==> src/hw/rtl/led_seq_pkg.sv <==
// Package for the LED action sequencer: action codes, register indexes,
// item kinds and the structs passed between the sequencer modules.
// No dependencies.
`default_nettype none

package led_seq_pkg;

    localparam int EVENT_CODES = 8;

    localparam logic [3:0] ACT_NONE   = 4'd0;
    localparam logic [3:0] ACT_OFF    = 4'd1;
    localparam logic [3:0] ACT_ON     = 4'd2;
    localparam logic [3:0] ACT_TOGGLE = 4'd3;
    localparam logic [3:0] ACT_PULSE  = 4'd4;
    localparam logic [3:0] ACT_BLINK1 = 4'd5;
    localparam logic [3:0] ACT_BLINK8 = 4'd12;

    localparam logic KIND_TICK    = 1'b0;
    localparam logic KIND_TRIGGER = 1'b1;

    localparam logic [1:0] REG_GREEN_EVENT  = 2'd0;
    localparam logic [1:0] REG_RED_EVENT    = 2'd1;
    localparam logic [1:0] REG_BLINK_DIVIDE = 2'd2;

    typedef struct packed {
        logic [3:0] pending;
        logic       level;
    } led_state_t;

    typedef struct packed {
        logic red_busy;
        logic green_busy;
        logic red_led;
        logic green_led;
    } led_status_t;

endpackage

`default_nettype wire

==> src/hw/rtl/led_action_sequencer.sv <==
// Top level of the LED action sequencer: input register, configuration
// registers, result register. Depends on led_seq_pkg and led_seq_core.
//
//   channel  dir  handshake           payload
//   s_       in   s_tvalid/s_tready   s_tdata event_code, new_action; s_tuser kind
//   m_       out  m_tvalid/m_tready   m_tdata green_led, red_led, green_busy, red_busy
//   cfg_     in   cfg_valid/cfg_ready cfg_index, cfg_data
//
// An item is held in the input register and is applied to the LED state while
// moving into the result register, where its result is offered until it is taken.
// One item per cycle is sustained while the output takes results; the result register
// and input register together let the input take a new item while a result waits.
// Reset clears the LED state, prescaler, configuration registers and valid flags
// to their idle values; the data registers are not reset.
// A stalled output holds the result and then the input register in place.
`default_nettype none

module led_action_sequencer (
    input  logic       clk,
    input  logic       rst_n,
    input  logic       s_tvalid,
    output logic       s_tready,
    input  logic [7:0] s_tdata,   // [2:0] event_code, [6:3] new_action, [7] zero
    input  logic [0:0] s_tuser,   // [0] kind
    output logic       m_tvalid,
    input  logic       m_tready,
    output logic [7:0] m_tdata,   // [0] green_led, [1] red_led, [2] green_busy,
                                  // [3] red_busy, [7:4] zero
    input  logic       cfg_valid,
    output logic       cfg_ready,
    input  logic [1:0] cfg_index,
    input  logic [7:0] cfg_data
);
    import led_seq_pkg::*;

    logic        in_valid_reg;
    logic        in_kind_reg;
    logic [2:0]  in_event_reg;
    logic [3:0]  in_action_reg;
    logic        out_valid_reg;
    led_status_t out_status_reg;
    logic [2:0]  green_event_reg;
    logic [2:0]  red_event_reg;
    logic [7:0]  blink_divide_reg;

    logic        advance;
    logic        item_en;
    led_status_t status_cur;
    led_status_t status_next;

    assign advance   = !out_valid_reg || m_tready;
    assign item_en   = in_valid_reg && advance;
    assign s_tready  = !in_valid_reg || advance;
    assign cfg_ready = 1'b1;

    always_ff @(posedge clk or negedge rst_n)
    begin
        if (!rst_n)
        begin
            in_valid_reg <= 1'b0;
        end
        else if (s_tready)
        begin
            in_valid_reg <= s_tvalid;
        end
    end

    always_ff @(posedge clk)
    begin
        if (s_tready && s_tvalid)
        begin
            in_kind_reg   <= s_tuser[0];
            in_event_reg  <= s_tdata[2:0];
            in_action_reg <= s_tdata[6:3];
        end
    end

    always_ff @(posedge clk or negedge rst_n)
    begin
        if (!rst_n)
        begin
            green_event_reg  <= 3'd0;
            red_event_reg    <= 3'd0;
            blink_divide_reg <= 8'd1;
        end
        else if (cfg_valid && cfg_ready)
        begin
            case (cfg_index)
                REG_GREEN_EVENT:  green_event_reg  <= cfg_data[2:0];
                REG_RED_EVENT:    red_event_reg    <= cfg_data[2:0];
                REG_BLINK_DIVIDE: blink_divide_reg <= cfg_data;
                default:          blink_divide_reg <= blink_divide_reg;
            endcase
        end
    end

    led_seq_core u_core (
        .clk          (clk),
        .rst_n        (rst_n),
        .item_en      (item_en),
        .kind         (in_kind_reg),
        .event_code   (in_event_reg),
        .new_action   (in_action_reg),
        .green_event  (green_event_reg),
        .red_event    (red_event_reg),
        .blink_divide (blink_divide_reg),
        .status_cur   (status_cur),
        .status_next  (status_next)
    );

    always_ff @(posedge clk or negedge rst_n)
    begin
        if (!rst_n)
        begin
            out_valid_reg <= 1'b0;
        end
        else if (advance)
        begin
            out_valid_reg <= in_valid_reg;
        end
    end

    always_ff @(posedge clk)
    begin
        if (item_en)
        begin
            out_status_reg <= status_next;
        end
    end

    assign m_tvalid = out_valid_reg;
    assign m_tdata  = {4'd0, out_status_reg.red_busy, out_status_reg.green_busy,
                       out_status_reg.red_led, out_status_reg.green_led};

    // The input side stalls only when both stages hold an item and the output is blocked.
    a_stall_only_when_full: assert property (@(posedge clk) disable iff (!rst_n)
        !s_tready |-> (in_valid_reg && out_valid_reg && !m_tready))
        else $error("input stalled while the pipeline had room");

    // A processed item always lands in the result register.
    a_item_reaches_output: assert property (@(posedge clk) disable iff (!rst_n)
        item_en |=> out_valid_reg)
        else $error("processed item did not produce a result");

    // A waiting result always reflects the current LED state.
    a_result_matches_state: assert property (@(posedge clk) disable iff (!rst_n)
        out_valid_reg |-> (out_status_reg == status_cur))
        else $error("result register differs from LED state");

endmodule

`default_nettype wire

==> src/hw/rtl/led_seq_led.sv <==
// Single-LED step logic: applies one tick to a pending action and level,
// including the shared blink prescaler. Depends on led_seq_pkg.
`default_nettype none

module led_seq_led (
    input  led_seq_pkg::led_state_t state_cur,
    input  logic [7:0]              count_in,
    input  logic [7:0]              blink_divide,
    output led_seq_pkg::led_state_t state_next,
    output logic [7:0]              count_out
);
    import led_seq_pkg::*;

    logic [7:0] count_inc;

    assign count_inc = count_in + 8'd1;

    always_comb
    begin
        state_next = state_cur;
        count_out  = count_in;
        case (state_cur.pending)
            ACT_NONE:
            begin
                state_next = state_cur;
            end
            ACT_OFF:
            begin
                state_next.level   = 1'b0;
                state_next.pending = ACT_NONE;
            end
            ACT_ON:
            begin
                state_next.level   = 1'b1;
                state_next.pending = ACT_NONE;
            end
            ACT_TOGGLE:
            begin
                state_next.level   = ~state_cur.level;
                state_next.pending = ACT_NONE;
            end
            ACT_PULSE:
            begin
                state_next.level = ~state_cur.level;
                if (state_cur.level)
                begin
                    state_next.pending = ACT_NONE;
                end
            end
            default:
            begin
                if (state_cur.pending >= ACT_BLINK1 && state_cur.pending <= ACT_BLINK8)
                begin
                    count_out = count_inc;
                    if (count_inc == blink_divide)
                    begin
                        count_out        = 8'd0;
                        state_next.level = ~state_cur.level;
                        if (state_cur.level)
                        begin
                            if (state_cur.pending == ACT_BLINK1)
                            begin
                                state_next.pending = ACT_NONE;
                            end
                            else
                            begin
                                state_next.pending = state_cur.pending - 4'd1;
                            end
                        end
                    end
                end
                else
                begin
                    // Unknown codes are dropped without touching the level.
                    state_next.pending = ACT_NONE;
                end
            end
        endcase
    end

endmodule

`default_nettype wire

==> src/hw/rtl/led_seq_core.sv <==
// LED state registers and per-item update: trigger matching and the
// red-then-green tick chain. Depends on led_seq_pkg and led_seq_led.
`default_nettype none

module led_seq_core (
    input  logic                     clk,
    input  logic                     rst_n,
    input  logic                     item_en,
    input  logic                     kind,
    input  logic [2:0]               event_code,
    input  logic [3:0]               new_action,
    input  logic [2:0]               green_event,
    input  logic [2:0]               red_event,
    input  logic [7:0]               blink_divide,
    output led_seq_pkg::led_status_t status_cur,
    output led_seq_pkg::led_status_t status_next
);
    import led_seq_pkg::*;

    led_state_t red_reg;
    led_state_t red_next;
    led_state_t green_reg;
    led_state_t green_next;
    logic [7:0] count_reg;
    logic [7:0] count_next;

    led_state_t red_tick;
    led_state_t green_tick;
    logic [7:0] count_mid;
    logic [7:0] count_tick;
    logic       event_ok;

    led_seq_led u_red (
        .state_cur    (red_reg),
        .count_in     (count_reg),
        .blink_divide (blink_divide),
        .state_next   (red_tick),
        .count_out    (count_mid)
    );

    led_seq_led u_green (
        .state_cur    (green_reg),
        .count_in     (count_mid),
        .blink_divide (blink_divide),
        .state_next   (green_tick),
        .count_out    (count_tick)
    );

    assign event_ok = ({1'b0, event_code} < 4'(EVENT_CODES)) || (EVENT_CODES > 8);

    always_comb
    begin
        red_next   = red_reg;
        green_next = green_reg;
        count_next = count_reg;
        if (kind == KIND_TICK)
        begin
            red_next   = red_tick;
            green_next = green_tick;
            count_next = count_tick;
        end
        else if (event_ok)
        begin
            if (green_event == event_code)
            begin
                green_next.pending = new_action;
            end
            if (red_event == event_code)
            begin
                red_next.pending = new_action;
            end
        end
    end

    always_ff @(posedge clk or negedge rst_n)
    begin
        if (!rst_n)
        begin
            red_reg   <= '{pending: ACT_NONE, level: 1'b0};
            green_reg <= '{pending: ACT_NONE, level: 1'b0};
            count_reg <= 8'd0;
        end
        else if (item_en)
        begin
            red_reg   <= red_next;
            green_reg <= green_next;
            count_reg <= count_next;
        end
    end

    assign status_cur.green_led   = green_reg.level;
    assign status_cur.red_led     = red_reg.level;
    assign status_cur.green_busy  = (green_reg.pending != ACT_NONE);
    assign status_cur.red_busy    = (red_reg.pending != ACT_NONE);

    assign status_next.green_led  = green_next.level;
    assign status_next.red_led    = red_next.level;
    assign status_next.green_busy = (green_next.pending != ACT_NONE);
    assign status_next.red_busy   = (red_next.pending != ACT_NONE);

endmodule

`default_nettype wire

==> config.mk <==
export PLATFORM = sky130hd
export DESIGN_NAME = led_action_sequencer
export DESIGN_NICKNAME = d
export VERILOG_FILES = /design/src/hw/rtl/led_seq_pkg.sv /design/src/hw/rtl/led_action_sequencer.sv /design/src/hw/rtl/led_seq_led.sv /design/src/hw/rtl/led_seq_core.sv
export SDC_FILE = /design/constraint.sdc
export NUM_CORES = 1
export LEC_CHECK = 0
export ABC_AREA = 0
export BUFFER_PORTS_ARGS = -buffer_cell sky130_fd_sc_hd__buf_2
export CORE_UTILIZATION = 40
export CTS_CLUSTER_DIAMETER = 100
export DETAILED_ROUTE_END_ITERATION = 8
export PLACE_DENSITY = 0.57
export SETUP_SLACK_MARGIN = 0.15
export SLEW_MARGIN = 10
export SYNTH_ARGS = -nofsm -noshare
export SYNTH_HDL_FRONTEND = slang
export SYNTH_SLANG_ARGS = --single-unit
==> constraint.sdc <==
create_clock -name clk -period 5.2 [get_ports clk]
set_input_delay 1.04 -clock clk [delete_from_list [all_inputs] [get_ports clk]]
set_output_delay 1.04 -clock clk [all_outputs]
set_load 0.02 [all_outputs]
==> results of run 1 <==
-- final cells by class --
cell class	instances	area (µm²)
clock inverter	2	12.5
multi-input combinational	361	2400
sequential	46	1210
tap	129	161
inverter	14	52.6
clock buffer	6	72.6
timing repair buffer	41	238
fill	925	5090
-- per-layer routing --
layer	vias up	GRT usage (%)	part of all wire, %
met5	-	0	0
li1	1701	-	-
met2	119	31.9	47
met3	8	2.58	5.1
met4	0	3.39	0.63
met1	1621	28.2	47
-- worst max-delay path, stage by stage, from the launching register on --
cell and delay, ns:
dfrtp_1 0.48, ha_2 0.36, and4_1 0.28, a21oi_1 0.10
o221ai_1 0.35, nor3_4 0.10, nor2_1 0.15, mux2_2 0.23
ha_1 0.30, o21ai_0 0.24, nor4_1 0.42, o22ai_1 0.19
nor4_4 0.26, a311oi_1 0.14, a211o_1 0.36, a2111o_1 0.42
-- power by group --
group          total, mW  internal [mW]  switching (mW)
clock network      0.224         0.0954           0.129
logic               1.70          0.693            1.01
registers          0.666          0.471           0.195
total               2.60           1.26            1.34
-- through the flow --
stage | instance area, µm² | utilization, % | setup WS, ns | power [mW]
2_1_floorplan | 3840 | - | 0.970 | 1.97
4_1_cts | 4140 | 44.8 | 0.508 | 2.57
3_5_place_dp | 4060 | 43.9 | 0.540 | 2.33
5_1_grt | 4150 | 44.9 | 0.246 | 2.83
3_3_place_gp | 4060 | 43.9 | 0.582 | 2.32
6_report | 4150 | 44.9 | 0.559 | 2.60
-- worst max-delay path by stage --
stage / startpoint / depth (start not counted) / slack (ns) / to
after detailed placement: u_core.count_reg[1]$_DFFE_PN0P_ / 17 / 0.54 / m_tdata[2]$_DFFE_PP_
after floorplan: u_core.red_reg[1]$_DFFE_PN0P_ / 20 / 0.97 / m_tdata[2]$_DFFE_PP_
final: u_core.count_reg[1]$_DFFE_PN0P_ / 15 / 0.56 / m_tdata[2]$_DFFE_PP_
after CTS: u_core.count_reg[1]$_DFFE_PN0P_ / 17 / 0.51 / m_tdata[2]$_DFFE_PP_
after global routing: u_core.count_reg[1]$_DFFE_PN0P_ / 15 / 0.25 / m_tdata[2]$_DFFE_PP_
after global placement: u_core.count_reg[1]$_DFFE_PN0P_ / 17 / 0.58 / m_tdata[2]$_DFFE_PP_
-- cell families (layout without fill, tap and decap cells) --
group,after synthesis,count (layout)
flops,46,46
fa+ha+maj,10,10
mux,27,27
other cells,2,5
buf+inv,47,63
xor+xnor,24,24
compound gates,138,138
simple gates,157,157
-- cell usage after synthesis, types with 3 or more instances --
cell,count
or2_2,3
inv_1,13
or3_1,6
clkbuf_1,13
a21oi_1,39
a311oi_1,5
nor3b_1,3
mux2i_1,7
xnor2_1,6
mux2_2,20
nand3b_1,5
a22oi_1,3
a211oi_1,4
nand2b_1,7
nand3_1,14
o21ai_0,31
and3_1,5
nor3_1,14
nand2_1,36
buf_4,11
and2_1,4
xor2_1,16
a22o_1,4
dfrtp_1,33
a31oi_1,14
o22ai_1,6
edfxtp_1,12
nor2_1,41
nand4_1,4
a211o_1,3
buf_2,7
ha_1,10
==> impl_metrics.prom, run 1 <==
# TYPE chip_impl_metric gauge
chip_impl_info{name="run_status",value="finished clean"} 1
chip_impl_metric{name="number_of_maximum_capacitance_constraint_violations",unit=""} 0
chip_impl_info{name="synth_largest_area_cell",value="dfrtp_1"} 1
chip_impl_metric{name="cts_made_buffers",unit=""} 5
chip_impl_metric{name="dr_pass1_iterations",unit=""} 5
chip_impl_info{name="worstHoldStart",value="in_valid_reg$_DFFE_PN0N_"} 1
chip_impl_metric{name="synth_xor_area_share",unit="%"} 5.89
chip_impl_metric{name="floorplan_core_area",unit="µm²"} 9240
chip_impl_metric{name="grt_use_total",unit="%"} 19.6
chip_impl_metric{name="postRouteWirelength",unit="mm"} 9.37
chip_impl_metric{name="wire_length_of_the_first_global_routing_pass",unit="mm"} 15.7
chip_impl_metric{name="cts.path.max_buffers",unit=""} 2
chip_impl_metric{name="synth_top_area_share",unit="%"} 21.6
chip_impl_info{name="r2r_start",value="u_core.count_reg[1]$_DFFE_PN0P_"} 1
chip_impl_metric{name="clk_pin_slew",unit="ns"} 0.09
chip_impl_info{name="hp-class",value="reg -> reg"} 1
chip_impl_metric{name="maxClockFrequency",unit="MHz"} 215
chip_impl_metric{name="synth-compound-area-share",unit="%"} 23.6
chip_impl_metric{name="finalSetupViolations",unit=""} 0
chip_impl_metric{name="totalNegativeSetupSlack",unit="ns"} 0
chip_impl_metric{name="timing.critical_path.fanout_max",unit=""} 10
chip_impl_metric{name="antenna_cells_inserted",unit=""} 0
chip_impl_metric{name="seq_area_frac_synth",unit="%"} 31.7
chip_impl_metric{name="finish.net_count",unit=""} 503
chip_impl_metric{name="synthMuxAreaShare",unit="%"} 7.72
chip_impl_metric{name="yosys_warnings",unit=""} 0
chip_impl_metric{name="die_h",unit="µm"} 99.8
chip_impl_metric{name="slew_violations",unit=""} 0
chip_impl_metric{name="ys_async_sr_fraction",unit="%"} 73.9
chip_impl_metric{name="place_inst",unit=""} 591
chip_impl_info{name="tritoncts_clock_tree",value="done"} 1
chip_impl_metric{name="avg_vias_per_cell",unit=""} 5.76
chip_impl_info{name="most_frequent_cells_in_the_layout",value="41 x nor2_1, 39 x a21oi_1, 36 x nand2_1"} 1
chip_impl_metric{name="final.setup_skew",unit="ns"} 0.00612
chip_impl_metric{name="die-area",unit="µm²"} 9960
chip_impl_metric{name="avgSynthCellArea",unit="µm²"} 8.48
chip_impl_metric{name="grt_max_degree",unit=""} 35
chip_impl_metric{name="critical_path_arrival",unit="ns"} 4.70
chip_impl_metric{name="share_of_synthesized_cell_area_in_full_adder_half_adder_and_majority_cells",unit="%"} 3.27
chip_impl_info{name="crit_type",value="reg -> reg"} 1
chip_impl_metric{name="postSynthCellCount",unit=""} 451
chip_impl_metric{name="final_period_util",unit="%"} 89.3
chip_impl_metric{name="timing.reg2reg.worst_path_depth",unit=""} 15
chip_impl_metric{name="synthesis.area",unit="µm²"} 3830
chip_impl_metric{name="place_congestion",unit=""} 0.878
chip_impl_metric{name="finalHoldViolations",unit=""} 0
chip_impl_metric{name="cts-resized-gates",unit=""} 0
chip_impl_metric{name="detail_route.iter0.violations",unit=""} 258
chip_impl_info{name="endpoint_kind",value="flop"} 1
chip_impl_metric{name="synth_seq_cells",unit=""} 46
chip_impl_metric{name="place.detailed.hpwl",unit="mm"} 7.06
chip_impl_metric{name="grt_antenna_before_repair",unit=""} 0
chip_impl_info{name="final_common_cell",value="nor2_1"} 1
chip_impl_metric{name="area_growth",unit="%"} 8.50
chip_impl_metric{name="h-tree-depth",unit=""} 2
chip_impl_metric{name="drtAntennaViolNets",unit=""} 0
chip_impl_metric{name="worstSkewPairLatency",unit="ns"} 0.30
chip_impl_metric{name="std_cell_rows",unit=""} 35
chip_impl_metric{name="worst-r2r-setup-slack",unit="ns"} 0.56
chip_impl_metric{name="post_synth_edffs",unit=""} 12
chip_impl_metric{name="first_global_vias",unit=""} 3102
chip_impl_metric{name="yosys.cell_types.count",unit=""} 70
chip_impl_info{name="largest_family_of_logic_cells_by_synthesized_area",value="compound AO/OA/AOI/OAI gates"} 1
chip_impl_metric{name="dieWidth",unit="µm"} 99.8
chip_impl_metric{name="clock_sinks",unit=""} 46
chip_impl_metric{name="cellLeakagePower",unit="nW"} 1.66
chip_impl_metric{name="fraction_of_final_layout_cells_sized_beyond_drive_strength_1",unit="%"} 18.3
chip_impl_metric{name="power-per-cell-area",unit="nW/µm²"} 625
chip_impl_metric{name="portBuffers",unit=""} 28
chip_impl_metric{name="post-route-drc-count",unit=""} 0
chip_impl_metric{name="worst-slew-pin-transition",unit="ns"} 0.946
chip_impl_metric{name="num_vias",unit=""} 3449
chip_impl_info{name="worstReg2RegEnd",value="m_tdata[2]$_DFFE_PP_"} 1
chip_impl_metric{name="fin_cells",unit=""} 599
chip_impl_metric{name="fin_worst_hold_slack",unit="ns"} 0.517
chip_impl_metric{name="starting_density_of_the_core",unit="%"} 41.4
chip_impl_metric{name="layout_min_cycle_time",unit="ns"} 4.64
chip_impl_metric{name="ir_worst_vdd",unit="V"} 0.000230
chip_impl_metric{name="timing.max_slew.rel_slack",unit="%"} 36.4
chip_impl_info{name="post_synth_main_area_contributors",value="dfrtp_1 22%, edfxtp_1 9.4%, mux2_2 5.9%"} 1
chip_impl_metric{name="hold_depth",unit=""} 1
chip_impl_metric{name="cts_setup_buffers",unit=""} 0
chip_impl_info{name="hold_end",value="m_tvalid$_DFFE_PN0P_"} 1
chip_impl_info{name="rsz0062_at_grt",value="no"} 1
chip_impl_info{name="postSynth.topFlopCell",value="dfrtp_1"} 1
chip_impl_info{name="cts_root_cell",value="clkbuf_8"} 1
chip_impl_metric{name="worst-endpoint-required",unit="ns"} 5.26
chip_impl_metric{name="wl_per_cell",unit="µm"} 15.6
chip_impl_info{name="crit_path_start_kind",value="flop"} 1
chip_impl_metric{name="synth-simple-area-share",unit="%"} 21.5
chip_impl_metric{name="overflow",unit=""} 0
chip_impl_metric{name="postCtsHoldBufs",unit=""} 0
chip_impl_metric{name="num_io_pins",unit=""} 35
No activity file was read; power rests on OpenSTA's default activity.
==> run 2, diff against run 1 <==
- CORE_UTILIZATION: 40 -> 60
- PLACE_DENSITY: 0.57 -> 0.8
==> run 2 against run 1 <==
  * Critical path depth decreased by 1
  * Global-route usage up 8.7 points
  * Worst setup slack worse by 0.15 ns
  * Combinational power barely moved
  * Die area down 33%
  * Maximum frequency down 3.1%
  * Sequential power is 2% higher
  * Core utilization rose by 22 points
  * Final cell count fell by 9.8%
  * Highest routed layer unchanged
  * Count of clock-buffer cells in the layout up 1
  * Clock skew rose by 0.0011 ns
==> impl_metrics.prom, run 2 (synthesis results as in run 1) <==
# TYPE chip_impl_metric gauge
chip_impl_metric{name="dieWidth",unit="µm"} 81.9
chip_impl_metric{name="worst-endpoint-required",unit="ns"} 5.25
chip_impl_metric{name="die_h",unit="µm"} 81.9
chip_impl_metric{name="avg_vias_per_cell",unit=""} 6.54
chip_impl_metric{name="critical_path.max_stage_delay",unit="ns"} 0.69
chip_impl_metric{name="grt_max_degree",unit=""} 35
chip_impl_info{name="run_status",value="finished clean"} 1
chip_impl_metric{name="detailed_place.area",unit="µm²"} 3950
chip_impl_metric{name="die-area",unit="µm²"} 6700
chip_impl_metric{name="postCtsHoldBufs",unit=""} 0
chip_impl_info{name="rsz0062_at_grt",value="no"} 1
chip_impl_metric{name="fillers",unit=""} 484
chip_impl_metric{name="num_vias",unit=""} 3529
chip_impl_info{name="most_frequent_cells_in_the_layout",value="40 x nor2_1, 39 x a21oi_1, 36 x nand2_1"} 1
chip_impl_metric{name="grt_use_total",unit="%"} 28.3
chip_impl_metric{name="clock_sinks",unit=""} 46
chip_impl_metric{name="h-tree-depth",unit=""} 2
chip_impl_metric{name="post-route-drc-count",unit=""} 0
chip_impl_metric{name="cell_internal_pwr",unit="mW"} 1.23
chip_impl_metric{name="postRouteWirelength",unit="mm"} 8.95
chip_impl_metric{name="grt_antenna_before_repair",unit=""} 0
chip_impl_metric{name="fraction_of_final_layout_cells_sized_beyond_drive_strength_1",unit="%"} 17.6
chip_impl_metric{name="wl_per_cell",unit="µm"} 16.6
chip_impl_info{name="crit_chain",value="and3_1, a31oi_1, o221ai_1, nor3_4, buf_4, o21ai_0, ha_1, o21ai_0, nor4_1, o22ai_1, nor4_4, a311oi_1, a211o_1, a2111o_1"} 1
chip_impl_metric{name="finalHoldViolations",unit=""} 0
chip_impl_metric{name="dr_pass1_iterations",unit=""} 5
chip_impl_metric{name="first_global_vias",unit=""} 3124
chip_impl_metric{name="power-per-cell-area",unit="nW/µm²"} 633
chip_impl_metric{name="place.detailed.hpwl",unit="mm"} 6.47
chip_impl_metric{name="detail_route.iter0.violations",unit=""} 300
chip_impl_metric{name="timing.max_slew.rel_slack",unit="%"} 21.6
chip_impl_metric{name="place_inst",unit=""} 532
chip_impl_info{name="endpoint_kind",value="flop"} 1
chip_impl_metric{name="critical_path_arrival",unit="ns"} 4.84
chip_impl_metric{name="fin_cells",unit=""} 540
chip_impl_metric{name="floorplan_core_area",unit="µm²"} 6030
chip_impl_metric{name="std_cell_rows",unit=""} 28
chip_impl_metric{name="num_io_pins",unit=""} 35
chip_impl_metric{name="final.setup_skew",unit="ns"} 0.00725
chip_impl_metric{name="layout.cell_area.non_filler",unit="µm²"} 4050
chip_impl_metric{name="cts.path.max_buffers",unit=""} 2
chip_impl_metric{name="finalSetupViolations",unit=""} 0
chip_impl_metric{name="path_buf_inv",unit=""} 1
chip_impl_metric{name="place_congestion",unit=""} 0.935
chip_impl_metric{name="slew_violations",unit=""} 0
chip_impl_metric{name="area_growth",unit="%"} 5.95
chip_impl_metric{name="finish.net_count",unit=""} 498
chip_impl_metric{name="p_switching",unit="mW"} 1.33
chip_impl_metric{name="cellLeakagePower",unit="nW"} 1.62
chip_impl_metric{name="p_sw_share",unit="%"} 51.9
chip_impl_info{name="crit_path_start_kind",value="flop"} 1
chip_impl_metric{name="power.combinational.fraction",unit="%"} 65.0
chip_impl_metric{name="ir_worst_vdd",unit="V"} 0.000347
chip_impl_info{name="tritoncts_clock_tree",value="done"} 1
chip_impl_metric{name="pwr-share-seq",unit="%"} 26.4
chip_impl_metric{name="starting_density_of_the_core",unit="%"} 63.5
chip_impl_metric{name="fin_total_pwr",unit="mW"} 2.56
chip_impl_info{name="hp-class",value="reg -> reg"} 1
chip_impl_metric{name="number_of_maximum_capacitance_constraint_violations",unit=""} 0
chip_impl_info{name="cpMaxStageDelayCell",value="dfrtp_1"} 1
chip_impl_info{name="final_common_cell",value="nor2_1"} 1
chip_impl_metric{name="layout_min_cycle_time",unit="ns"} 4.79
chip_impl_info{name="timing.critical_path.mode_cell",value="o21ai_0"} 1
chip_impl_metric{name="clk_pin_slew",unit="ns"} 0.09
chip_impl_info{name="cts_root_cell",value="clkbuf_8"} 1
chip_impl_metric{name="maxClockFrequency",unit="MHz"} 209
chip_impl_metric{name="timing.critical_path.fanout_max",unit=""} 17
chip_impl_info{name="critical-path-top-delay-family",value="compound AO/OA/AOI/OAI gates"} 1
chip_impl_metric{name="totalNegativeSetupSlack",unit="ns"} 0
chip_impl_info{name="crit_type",value="reg -> reg"} 1
chip_impl_metric{name="wire_length_of_the_first_global_routing_pass",unit="mm"} 14.5
chip_impl_metric{name="drtAntennaViolNets",unit=""} 0
chip_impl_metric{name="portBuffers",unit=""} 28
chip_impl_metric{name="antenna_cells_inserted",unit=""} 0
chip_impl_metric{name="final_period_util",unit="%"} 92.1
chip_impl_metric{name="overflow",unit=""} 0
chip_impl_metric{name="cts_made_buffers",unit=""} 5
chip_impl_metric{name="worst-slew-pin-transition",unit="ns"} 1.17
chip_impl_metric{name="worstSkewPairLatency",unit="ns"} 0.30
chip_impl_metric{name="power.share.clock",unit="%"} 8.6
## run 2: changes by cell type in the layout (fill, tap and decap cells not counted), sizes merged
| cell | delta |
|---|---|
| inv | -1 |
| clkbuf | +1 |
| clkinvlp | +1 |
| clkinv | -1 |
| buf | -5 |
## run 2: worst paths after layout
path,startpoint,end,slack [ns],cells past startpoint
max,u_core.count_reg[2]$_DFFE_PN0P_,m_tdata[2]$_DFFE_PP_,0.41,14
min,in_valid_reg$_DFFE_PN0N_,m_tvalid$_DFFE_PN0P_,0.51,1
max reg2reg,u_core.count_reg[2]$_DFFE_PN0P_,m_tdata[2]$_DFFE_PP_,0.41,14
min reg2reg,in_valid_reg$_DFFE_PN0N_,m_tvalid$_DFFE_PN0P_,0.51,1
max in group asynchronous,rst_n,u_core.count_reg[0]$_DFFE_PN0P_,3.82,1
min in group asynchronous,rst_n,red_event_reg[1]$_DFFE_PN0P_,0.82,1
## run 2: metrics by stage
step	utilization, %	hold slack, ns	worst slack [ns]
final	67.3	0.507	0.412
after global routing	67.3	0.520	0.153
after CTS	66.9	0.508	0.380
after detailed placement	65.6	0.488	0.402
after global placement	65.6	0.482	0.519
after floorplan	-	0.457	0.970
## run 2: power groups by stage
| stage | registers, mW | clock network (mW) | logic (mW) |
|---|---|---|---|
| finish | 0.676 | 0.221 | 1.67 |
| global placement | 0.668 | 0 | 1.56 |
| CTS | 0.664 | 0.221 | 1.61 |
| global route | 0.697 | 0.234 | 1.82 |
| floorplan | 0.559 | 0 | 1.41 |
| detailed placement | 0.672 | 0 | 1.60 |
## run 2: area by class of cell
cell class	instances	area, µm²	share of cell area (%)
Multi-Input combinational cell	361	2410	59.4
Clock buffer	7	76.3	1.88
Clock inverter	1	7.51	0.185
Tap cell	75	93.8	2.31
Timing Repair Buffer	36	200	4.94
Inverter	14	52.6	1.30
Sequential cell	46	1210	29.9
## run 2: timing repair
item / 4_1_cts / 5_1_grt
gates resized for setup: 0 / 5
endpoints found under the setup margin: 0 / 3
setup buffers: 0 / 0
endpoints found under the hold margin: 0 / 0
## run 2: layer usage
metal	share of wire, %	track usage (%)	up-vias
met5	0	0	-
met4	0.86	8.42	0
met3	7.0	4.44	8
met2	47	45.0	153
met1	45	39.7	1675
li1	-	-	1693
